<file path="src/best_fit_owner_allocator_core_assert.svh">
// Assertion macros used by the allocator datapath.
`ifndef BEST_FIT_OWNER_ALLOCATOR_CORE_ASSERT_SVH
`define BEST_FIT_OWNER_ALLOCATOR_CORE_ASSERT_SVH
`ifndef ASSERT_OFF
`define BFOA_ASSERT(lbl, prop, msg) \
  lbl: assert property (@(posedge clk_i) disable iff (!rst_ni) (prop)) else $error(msg);
`define BFOA_ASSERT_IMPL(lbl, ante, cons, msg) \
  lbl: assert property (@(posedge clk_i) disable iff (!rst_ni) (ante) |-> (cons)) \
    else $error(msg);
`else
`define BFOA_ASSERT(lbl, prop, msg)
`define BFOA_ASSERT_IMPL(lbl, ante, cons, msg)
`endif
`endif

</file>
<file path="src/bfoa_pkg.sv">
// Types, constants and codes shared by the best-fit owner allocator.
package bfoa_pkg;

  localparam int MEM_UNITS = 64;
  localparam int IDX_W     = $clog2(MEM_UNITS);
  localparam int POS_W     = $clog2(MEM_UNITS + 1);
  localparam int SUM_W     = POS_W + 1;
  localparam int OWNER_W   = 16;
  localparam int SIZE_W    = 7;
  localparam int START_W   = 6;
  localparam int FREED_W   = 7;
  localparam int CMP_W     = ((POS_W > SIZE_W) ? POS_W : SIZE_W) + 1;

  localparam int APB_AW = 3;
  localparam int APB_DW = 32;

  localparam logic [FREED_W-1:0] FREED_MAX = '1;
  localparam logic [0:0] REG_FREE_ON_FAIL = 1'b0;
  localparam logic FREE_ON_FAIL_RST = 1'b1;

  typedef enum logic {
    ACT_ALLOC = 1'b0,
    ACT_FREE  = 1'b1
  } action_e;

  typedef struct packed {
    action_e              action;
    logic [OWNER_W-1:0]   owner_id;
    logic [SIZE_W-1:0]    request_size;
  } item_t;

  typedef struct packed {
    logic                 granted;
    logic [START_W-1:0]   start_unit;
    logic [FREED_W-1:0]   units_freed;
  } result_t;

  typedef enum logic [2:0] {
    ST_IDLE,
    ST_SCAN,
    ST_DECIDE,
    ST_MARK,
    ST_RELEASE,
    ST_DONE
  } ctrl_state_e;

  typedef struct packed {
    logic load;
    logic idx_clr;
    logic scan_step;
    logic mark_step;
    logic rel_step;
    logic emit;
  } dp_cmd_t;

  typedef struct packed {
    logic scan_last;
    logic found;
    logic mark_go;
    logic rel_done;
  } dp_sts_t;

endpackage

</file>
<file path="src/bfoa_datapath.sv">
// Datapath: unit map, owner memory, best-fit scan, marking and release.
`include "best_fit_owner_allocator_core_assert.svh"

module bfoa_datapath
  import bfoa_pkg::*;
(
  input  logic    clk_i,
  input  logic    rst_ni,
  input  item_t   item_i,
  input  dp_cmd_t cmd_i,
  output dp_sts_t sts_o,
  output logic    res_valid_o,
  output result_t result_o
);

  logic [MEM_UNITS-1:0] occ_q, occ_d;
  logic [OWNER_W-1:0]   mem [MEM_UNITS];
  logic [OWNER_W-1:0]   rd_data_q;
  logic [IDX_W-1:0]     rd_idx_q;
  logic                 rd_valid_q, rd_valid_d;
  logic                 rd_en;

  item_t                item_q;
  logic [POS_W-1:0]     idx_q, idx_d;
  logic [POS_W-1:0]     run_len_q, run_len_d;
  logic [IDX_W-1:0]     run_start_q, run_start_d;
  logic [POS_W-1:0]     best_len_q, best_len_d;
  logic [IDX_W-1:0]     best_start_q, best_start_d;
  logic                 found_q, found_d;
  logic [POS_W-1:0]     count_q, count_d;
  logic                 res_valid_q;
  result_t              res_q;

  logic                 in_range;
  logic                 unit_free;
  logic                 run_fits;
  logic [SUM_W-1:0]     mark_sum;
  logic [IDX_W-1:0]     mark_addr;
  logic                 mark_go;
  logic                 hit;
  logic                 granted;

  assign in_range  = idx_q < POS_W'(MEM_UNITS);
  assign unit_free = in_range && !occ_q[idx_q[IDX_W-1:0]];
  assign run_fits  = (run_len_q != '0)
                  && (CMP_W'(run_len_q) >= CMP_W'(item_q.request_size))
                  && (!found_q || (run_len_q < best_len_q));

  assign mark_sum  = SUM_W'(best_start_q) + SUM_W'(idx_q);
  assign mark_addr = mark_sum[IDX_W-1:0];
  assign mark_go   = (CMP_W'(idx_q) < CMP_W'(item_q.request_size))
                  && (mark_sum < SUM_W'(MEM_UNITS));

  assign hit   = rd_valid_q && occ_q[rd_idx_q] && (rd_data_q == item_q.owner_id);
  assign rd_en = cmd_i.rel_step && in_range;

  always_comb begin
    occ_d        = occ_q;
    idx_d        = idx_q;
    run_len_d    = run_len_q;
    run_start_d  = run_start_q;
    best_len_d   = best_len_q;
    best_start_d = best_start_q;
    found_d      = found_q;
    count_d      = count_q;
    rd_valid_d   = rd_en;

    if (cmd_i.load) begin
      idx_d     = '0;
      run_len_d = '0;
      found_d   = 1'b0;
      count_d   = '0;
    end else if (cmd_i.idx_clr) begin
      idx_d = '0;
    end else if (cmd_i.scan_step) begin
      // The index parks at MEM_UNITS, where the last run is closed.
      if (in_range) begin
        idx_d = idx_q + POS_W'(1);
      end
      if (unit_free) begin
        if (run_len_q == '0) begin
          run_start_d = idx_q[IDX_W-1:0];
        end
        run_len_d = run_len_q + POS_W'(1);
      end else begin
        if (run_fits) begin
          found_d      = 1'b1;
          best_len_d   = run_len_q;
          best_start_d = run_start_q;
        end
        run_len_d = '0;
      end
    end else if (cmd_i.mark_step) begin
      occ_d[mark_addr] = 1'b1;
      idx_d = idx_q + POS_W'(1);
    end else if (rd_en) begin
      idx_d = idx_q + POS_W'(1);
    end

    // The compare stage works on the registered read, in the cycle after the memory read.
    if (hit) begin
      occ_d[rd_idx_q] = 1'b0;
      count_d = count_q + POS_W'(1);
    end
  end

  always_ff @(posedge clk_i or negedge rst_ni) begin
    if (!rst_ni) begin
      occ_q       <= '0;
      idx_q       <= '0;
      run_len_q   <= '0;
      found_q     <= 1'b0;
      count_q     <= '0;
      rd_valid_q  <= 1'b0;
      res_valid_q <= 1'b0;
    end else begin
      occ_q       <= occ_d;
      idx_q       <= idx_d;
      run_len_q   <= run_len_d;
      found_q     <= found_d;
      count_q     <= count_d;
      rd_valid_q  <= rd_valid_d;
      res_valid_q <= cmd_i.emit;
    end
  end

  assign granted = found_q && (item_q.action == ACT_ALLOC);

  always_ff @(posedge clk_i) begin
    if (cmd_i.load) begin
      item_q <= item_i;
    end
    run_start_q  <= run_start_d;
    best_len_q   <= best_len_d;
    best_start_q <= best_start_d;
    rd_idx_q     <= idx_q[IDX_W-1:0];
    if (cmd_i.emit) begin
      res_q.granted     <= granted;
      res_q.start_unit  <= granted ? START_W'(best_start_q) : '0;
      res_q.units_freed <= (count_q > POS_W'(FREED_MAX)) ? FREED_MAX : FREED_W'(count_q);
    end
  end

  // Owner memory: one write port for marking, one registered read for release.
  always_ff @(posedge clk_i) begin
    if (cmd_i.mark_step) begin
      mem[mark_addr] <= item_q.owner_id;
    end
    if (rd_en) begin
      rd_data_q <= mem[idx_q[IDX_W-1:0]];
    end
  end

  assign sts_o.scan_last = (idx_q == POS_W'(MEM_UNITS));
  assign sts_o.found     = found_q;
  assign sts_o.mark_go   = mark_go;
  assign sts_o.rel_done  = !in_range && !rd_valid_q;

  assign res_valid_o = res_valid_q;
  assign result_o    = res_q;

  `BFOA_ASSERT_IMPL(a_mark_free, cmd_i.mark_step, !occ_q[mark_addr], "marking a held unit")
  `BFOA_ASSERT_IMPL(a_best_fits, found_q,
                    CMP_W'(best_len_q) >= CMP_W'(item_q.request_size), "best run too short")
  `BFOA_ASSERT_IMPL(a_grant_no_free, res_valid_q && res_q.granted,
                    res_q.units_freed == '0, "grant with released units")
  `BFOA_ASSERT(a_idx_bound, idx_q <= POS_W'(MEM_UNITS), "unit index past the map")

endmodule

</file>
<file path="src/bfoa_ctrl.sv">
// Controller state machine that sequences scan, marking and release.
module bfoa_ctrl
  import bfoa_pkg::*;
(
  input  logic    clk_i,
  input  logic    rst_ni,
  input  logic    start_i,
  input  action_e action_i,
  input  logic    free_on_fail_i,
  input  dp_sts_t sts_i,
  output dp_cmd_t cmd_o,
  output logic    busy_o
);

  ctrl_state_e state_q, state_d;

  always_ff @(posedge clk_i or negedge rst_ni) begin
    if (!rst_ni) begin
      state_q <= ST_IDLE;
    end else begin
      state_q <= state_d;
    end
  end

  always_comb begin
    state_d = state_q;
    cmd_o   = '0;
    case (state_q)
      ST_IDLE: begin
        if (start_i) begin
          cmd_o.load = 1'b1;
          state_d = (action_i == ACT_FREE) ? ST_RELEASE : ST_SCAN;
        end
      end
      ST_SCAN: begin
        cmd_o.scan_step = 1'b1;
        if (sts_i.scan_last) begin
          state_d = ST_DECIDE;
        end
      end
      ST_DECIDE: begin
        cmd_o.idx_clr = 1'b1;
        if (sts_i.found) begin
          state_d = ST_MARK;
        end else if (free_on_fail_i) begin
          state_d = ST_RELEASE;
        end else begin
          state_d = ST_DONE;
        end
      end
      ST_MARK: begin
        if (sts_i.mark_go) begin
          cmd_o.mark_step = 1'b1;
        end else begin
          state_d = ST_DONE;
        end
      end
      ST_RELEASE: begin
        cmd_o.rel_step = 1'b1;
        if (sts_i.rel_done) begin
          state_d = ST_DONE;
        end
      end
      ST_DONE: begin
        cmd_o.emit = 1'b1;
        state_d = ST_IDLE;
      end
      default: begin
        state_d = ST_IDLE;
      end
    endcase
  end

  assign busy_o = (state_q != ST_IDLE);

endmodule

</file>
<file path="src/best_fit_owner_allocator_core.sv">
// Top level of the best-fit owner allocator: register port, controller, datapath.
// From the accepting edge busy stays high while an allocate word scans and marks its units, a
// free word releases, or a failed allocate releases when free_on_fail is set; the scan and
// the release walk each visit one unit per cycle. done_o is high in the first idle cycle,
// where the next word may already be accepted; the receiver cannot stall. Reset is async.
module best_fit_owner_allocator_core
  import bfoa_pkg::*;
(
  input  logic              clk_i,
  input  logic              rst_ni,
  // Command channel.
  input  logic              start,
  output logic              busy,
  input  item_t             item_i,
  // Result channel: one word per command, valid while done_o is high.
  output logic              done_o,
  output result_t           result_o,
  // Configuration port.
  input  logic              psel,
  input  logic              penable,
  input  logic              pwrite,
  input  logic [APB_AW-1:0] paddr,
  input  logic [APB_DW-1:0] pwdata,
  output logic [APB_DW-1:0] prdata,
  output logic              pready
);

  logic    free_on_fail_q;
  logic    cfg_wr;
  logic    reg_hit;
  dp_cmd_t cmd;
  dp_sts_t sts;

  // Word index sits above the byte offset; only index zero holds a register.
  // Reset leaves every unit free, the block idle and free_on_fail set to one.
  assign reg_hit = (paddr[2] == REG_FREE_ON_FAIL);
  assign cfg_wr  = psel && penable && pwrite && pready;
  assign pready  = 1'b1;
  assign prdata  = reg_hit ? APB_DW'(free_on_fail_q) : '0;

  always_ff @(posedge clk_i or negedge rst_ni) begin
    if (!rst_ni) begin
      free_on_fail_q <= FREE_ON_FAIL_RST;
    end else if (cfg_wr && reg_hit) begin
      free_on_fail_q <= pwdata[0];
    end
  end

  // The controller accepts a command only from idle, so busy doubles as
  // the acceptance gate.
  bfoa_ctrl u_ctrl (
    .clk_i          (clk_i),
    .rst_ni         (rst_ni),
    .start_i        (start),
    .action_i       (item_i.action),
    .free_on_fail_i (free_on_fail_q),
    .sts_i          (sts),
    .cmd_o          (cmd),
    .busy_o         (busy)
  );

  // The datapath holds the unit map in flip-flops and the owner tags in a
  // single-port-write memory that is read one unit per cycle during release.
  bfoa_datapath u_dp (
    .clk_i       (clk_i),
    .rst_ni      (rst_ni),
    .item_i      (item_i),
    .cmd_i       (cmd),
    .sts_o       (sts),
    .res_valid_o (done_o),
    .result_o    (result_o)
  );

endmodule

</file>
<file path="config.mk">
export PLATFORM = sky130hd
export DESIGN_NAME = best_fit_owner_allocator_core
export DESIGN_NICKNAME = d
export VERILOG_FILES = /design/src/bfoa_pkg.sv /design/src/bfoa_datapath.sv /design/src/bfoa_ctrl.sv /design/src/best_fit_owner_allocator_core.sv
export VERILOG_INCLUDE_DIRS = /design/src /design/src/src
export SDC_FILE = /design/constraint.sdc
export NUM_CORES = 1
export LEC_CHECK = 0
export ABC_CLOCK_PERIOD_IN_PS = 5900
export BUFFER_PORTS_ARGS = -buffer_cell sky130_fd_sc_hd__buf_4
export CORE_UTILIZATION = 60
export CTS_CLUSTER_DIAMETER = 120
export CTS_CLUSTER_SIZE = 20
export DETAILED_ROUTE_END_ITERATION = 10
export PLACE_DENSITY = 0.78
export REMOVE_ABC_BUFFERS = 1
export SYNTH_ARGS = -nofsm -noshare
export SYNTH_HDL_FRONTEND = slang
export SYNTH_HIERARCHICAL = 1
export SYNTH_SLANG_ARGS = --single-unit
</file>
<file path="constraint.sdc">
create_clock -name clk_i -period 5.9 [get_ports clk_i]
set_clock_uncertainty 0.2 [all_clocks]
set_input_delay 1.18 -clock clk_i [delete_from_list [all_inputs] [get_ports clk_i]]
set_output_delay 1.18 -clock clk_i [all_outputs]
set_load 0.02 [all_outputs]
</file>
==> results.py <==
metrics = {
    "run_status": {
        "status": "finished, final reports clean",
    },
    "clock_tree": {
        "h-tree-depth": 3,
        "clk_pin_slew_ps": 90,
        "cts_tree": "built",
        "ctsResizeCount": 0,
        "cts_setup_buffers": 0,
        "hold_buffers": 0,
        "clock_latency_ps": 640,
        "cts_buffer_depth": 3,
        "clockRootBuffer": "clkbuf_16",
        "clkSinkCount": 1195,
        "numCtsBuffers": 69,
    },
    "global_routing": {
        "antenna_found_initial": 1,
        "grt_use_total_pct": 28.60,
        "grt_overflow": 0,
        "grt_max_degree": 135,
        "grt_pass1_wl_mm": 167.2,
        "grt_pass1_vias": 24650,
    },
    "worst_hold_path": {
        "hold_path.class": "register to register",
    },
    "critical_path": {
        "worstPathMaxFanout": 16,
        "crit_path_end_kind": "register",
        "slowest_delay_ps": 590,
        "timing.critical_path.buf_inv": 3,
        "required_ps": 5990,
        "critical_path_class": "register to register",
        "worst_ep_arrival_time_ps": 5530,
        "worst_setup_path_start_kind": "register",
        "crit_slowest_cell": "nand2_1",
        "crit_chain": "ha_1, inv_1, fa_1, nor2b_1, o21ai_0, nand2b_1, nand2_1, o41a_1, a2111oi_0, nand2_1, nor2_1, inv_1, nor2_1, nand2_1, nor2_2, buf_4",
        "crit_top_cell": "nand2_1",
        "cpLargestDelayFamily": "simple AND/OR/NAND/NOR gates",
    },
    "sta": {
        "setup_viol": 0,
        "tightest_slew_ps": 1288,
        "max_freq_mhz": 183.9,
        "min_period_ps": 5437,
        "fin_setup_tns_ps": 0,
        "period_share_pct": 92.15,
        "rsz0062_at_grt": "false",
        "slew_headroom_pct": 13.33,
        "hold_violations": 0,
        "worst_slack_ps": 463.3,
        "maxSlewViolCount": 0,
    },
    "route": {
        "vias": 24330,
        "drt_iter0_drc": 3108,
        "routedWlPerCell_um": 31.89,
        "dr.pass1.iters": 8,
        "ant_nets": 0,
        "route.detailed.drc": 0,
        "drt-total-wl_mm": 113.5,
        "viasPerCell": 6.834,
    },
    "pwr": {
        "total_power_mw": 21.06,
        "vdd_ir_drop_max_v": 0.0003528,
        "power_density_mw_per_mm2": 405.0,
        "p_leak_nw": 16.67,
    },
    "synth": {
        "ys_seq_area_share_pct": 73.51,
        "synth.distinct_cells": 76,
        "yosys_most_used_dff": "edfxtp_1",
        "syn_inst": 2363,
        "syn-cell-area_mm2": 0.04811,
        "ys_ff_latch": 1195,
        "synth-async-reset-ratio_pct": 7.699,
        "yosysWarnings": 6,
        "avgSynthCellArea_um2": 20.36,
        "synth_edf_count": 1097,
    },
    "place": {
        "dp_cells": 3464,
        "place.gp.congestion": 0.8808,
        "port_buffers": 48,
        "dpl.hpwl_mm": 67.38,
        "dpl_worst_slack_ps": 590.0,
    },
    "floorplan": {
        "die_w_um": 285.2,
        "ios": 114,
        "row_count": 103,
        "fp.dieH_um": 285.2,
        "core_area_mm2": 0.07913,
        "initial_core_util_pct": 60.80,
        "dieArea_mm2": 0.08131,
    },
    "finish": {
        "drive_gt1_share_pct": 27.25,
        "finalNonFillerCells": 3560,
        "fin_util_pct": 65.71,
        "diodes": 0,
        "seq_area_mm2": 0.03538,
        "syn2layout_area_growth_pct": 8.081,
        "multiInputGateArea_mm2": 0.01185,
        "layout.nets": 2581,
        "final.fill_count": 5028,
    },
    "flow_run": {
        "max-cap-violations": 0,
    },
}
[cells in the mapped netlist, types with 8 or more instances]
| master | instances | area (um^2) |
|---|---|---|
| edfxtp_1 | 1097 | 32940 |
| mux4_2 | 345 | 7770 |
| a21oi_1 | 152 | 760.7 |
| nor2_1 | 115 | 431.7 |
| dfrtp_1 | 91 | 2277 |
| nand2_1 | 55 | 206.5 |
| clkbuf_1 | 48 | 180.2 |
| buf_4 | 44 | 330.3 |
| nand3_1 | 33 | 165.2 |
| ha_1 | 30 | 375.4 |
| buf_2 | 28 | 140.1 |
| inv_1 | 28 | 105.1 |
| buf_6 | 23 | 259.0 |
| o21ai_0 | 22 | 110.1 |
| xnor2_1 | 21 | 183.9 |
| buf_1 | 18 | 67.56 |
| mux2i_1 | 16 | 160.2 |
| a21o_1 | 15 | 112.6 |
| mux2_2 | 15 | 168.9 |
| nor2b_1 | 11 | 68.82 |
| o22ai_1 | 11 | 68.82 |
| nand2b_1 | 10 | 62.56 |
| nand4_1 | 8 | 50.05 |
[worst register-to-register path, cell delays in order (launching register included)]
cell and delay [ps]:
dfrtp_4 450, ha_1 190, inv_1 60, fa_1 430, nor2b_1 130, o21ai_0 80, nand2b_1 180, nand2_1 80
o41a_1 400, a2111oi_0 430, nand2_1 170, nor2_1 490, inv_1 200, nor2_1 260, nand2_1 590, nor2_2 380
buf_4 360
[per-layer routing]
| metal | vias to the layer above | global-route usage, % | share of wire, % |
|---|---|---|---|
| met4 | 0 | 9.933 | 3.8 |
| met5 | - | 0 | 0 |
| li1 | 9819 | - | - |
| met2 | 1520 | 45.83 | 49 |
| met3 | 265 | 6.776 | 11 |
| met1 | 12730 | 39.13 | 36 |
[cell families (layout without fill, tap and decap cells)]
kind of cell,Yosys count,count (layout),share of synthesized area (%)
DFF,1195,1195,73.51
muxes,377,377,16.86
and+or+nand+nor,292,292,2.991
AOI/OAI and AO/OA,249,249,3.059
buffers and inverters,191,308,2.265
adders and majority gates,31,31,0.8219
xor gates and xnor gates,26,26,0.4734
other,2,32,0.01561
[stage by stage]
stage	area [um^2]	hold slack [ps]
2_1_floorplan	47240	200.3
3_5_place_dp	50100	205.4
4_1_cts	51990	224.8
6_report	51990	225.4
3_3_place_gp	50100	203.1
5_1_grt	51990	230.0
[cells in the final DEF (no fill, tap or decap), types with 32 or more instances in the layout]
master / count
conb_1: 32
nor2_1: 85
nand3_1: 33
mux4_2: 345
dfrtp_1: 87
buf_4: 176
edfxtp_1: 1097
nand2_1: 55
clkbuf_16: 70
a21oi_1: 152
[flip-flops by register name, summed over array words and instances, names as in the netlist, 7 cells and up]
name             count
u_dp/mem          1024
u_dp/item_q         24
u_dp/count_q         7
u_dp/result_o       14
u_dp/occ_q          64
u_dp/run_len_q       7
u_dp/rd_data_q      16
u_dp/best_len_q      7
u_dp/idx_q           7
[path summary, 6_finish.rpt]
| kind | from | endpoint | slack (ps) | cells after the start |
|---|---|---|---|---|
| worst min-delay path | u_dp/run_start_q[5]$_DFFE_PP_ | u_dp/best_start_q[5]$_DFFE_PP_ | 230 | 0 |
| worst max register to register | u_dp/idx_q[0]$_DFFE_PN0P_ | u_dp/mem[42][10]$_DFFE_PP_ | 460 | 16 |
| min in group asynchronous | rst_ni | u_dp/occ_q[0]$_DFF_PN0_ | 360 | 1 |
| max in group asynchronous | rst_ni | u_dp/idx_q[1]$_DFFE_PN0P_ | 4030 | 2 |
| worst min register to register | u_dp/run_start_q[5]$_DFFE_PP_ | u_dp/best_start_q[5]$_DFFE_PP_ | 230 | 0 |
| worst max-delay path | u_dp/idx_q[0]$_DFFE_PN0P_ | u_dp/mem[42][10]$_DFFE_PP_ | 460 | 16 |
[report_power, final]
group          switching [mW]  internal (mW)  leakage (nW)
Combinational            3.52           2.60          4.57
Clock                    2.60           2.19         0.913
Sequential              0.258           9.88          11.2
[cell type report]
cell class	count	area share, %
Clock buffer	91	3.521
Clock inverter	5	0.1179
Inverter	30	0.2166
Multi-Input combinational cell	1007	22.80
Sequential cell	1195	68.05
Tap cell	1050	2.527
Timing Repair Buffer	182	2.772
No activity file was read; power rests on OpenSTA's default activity.
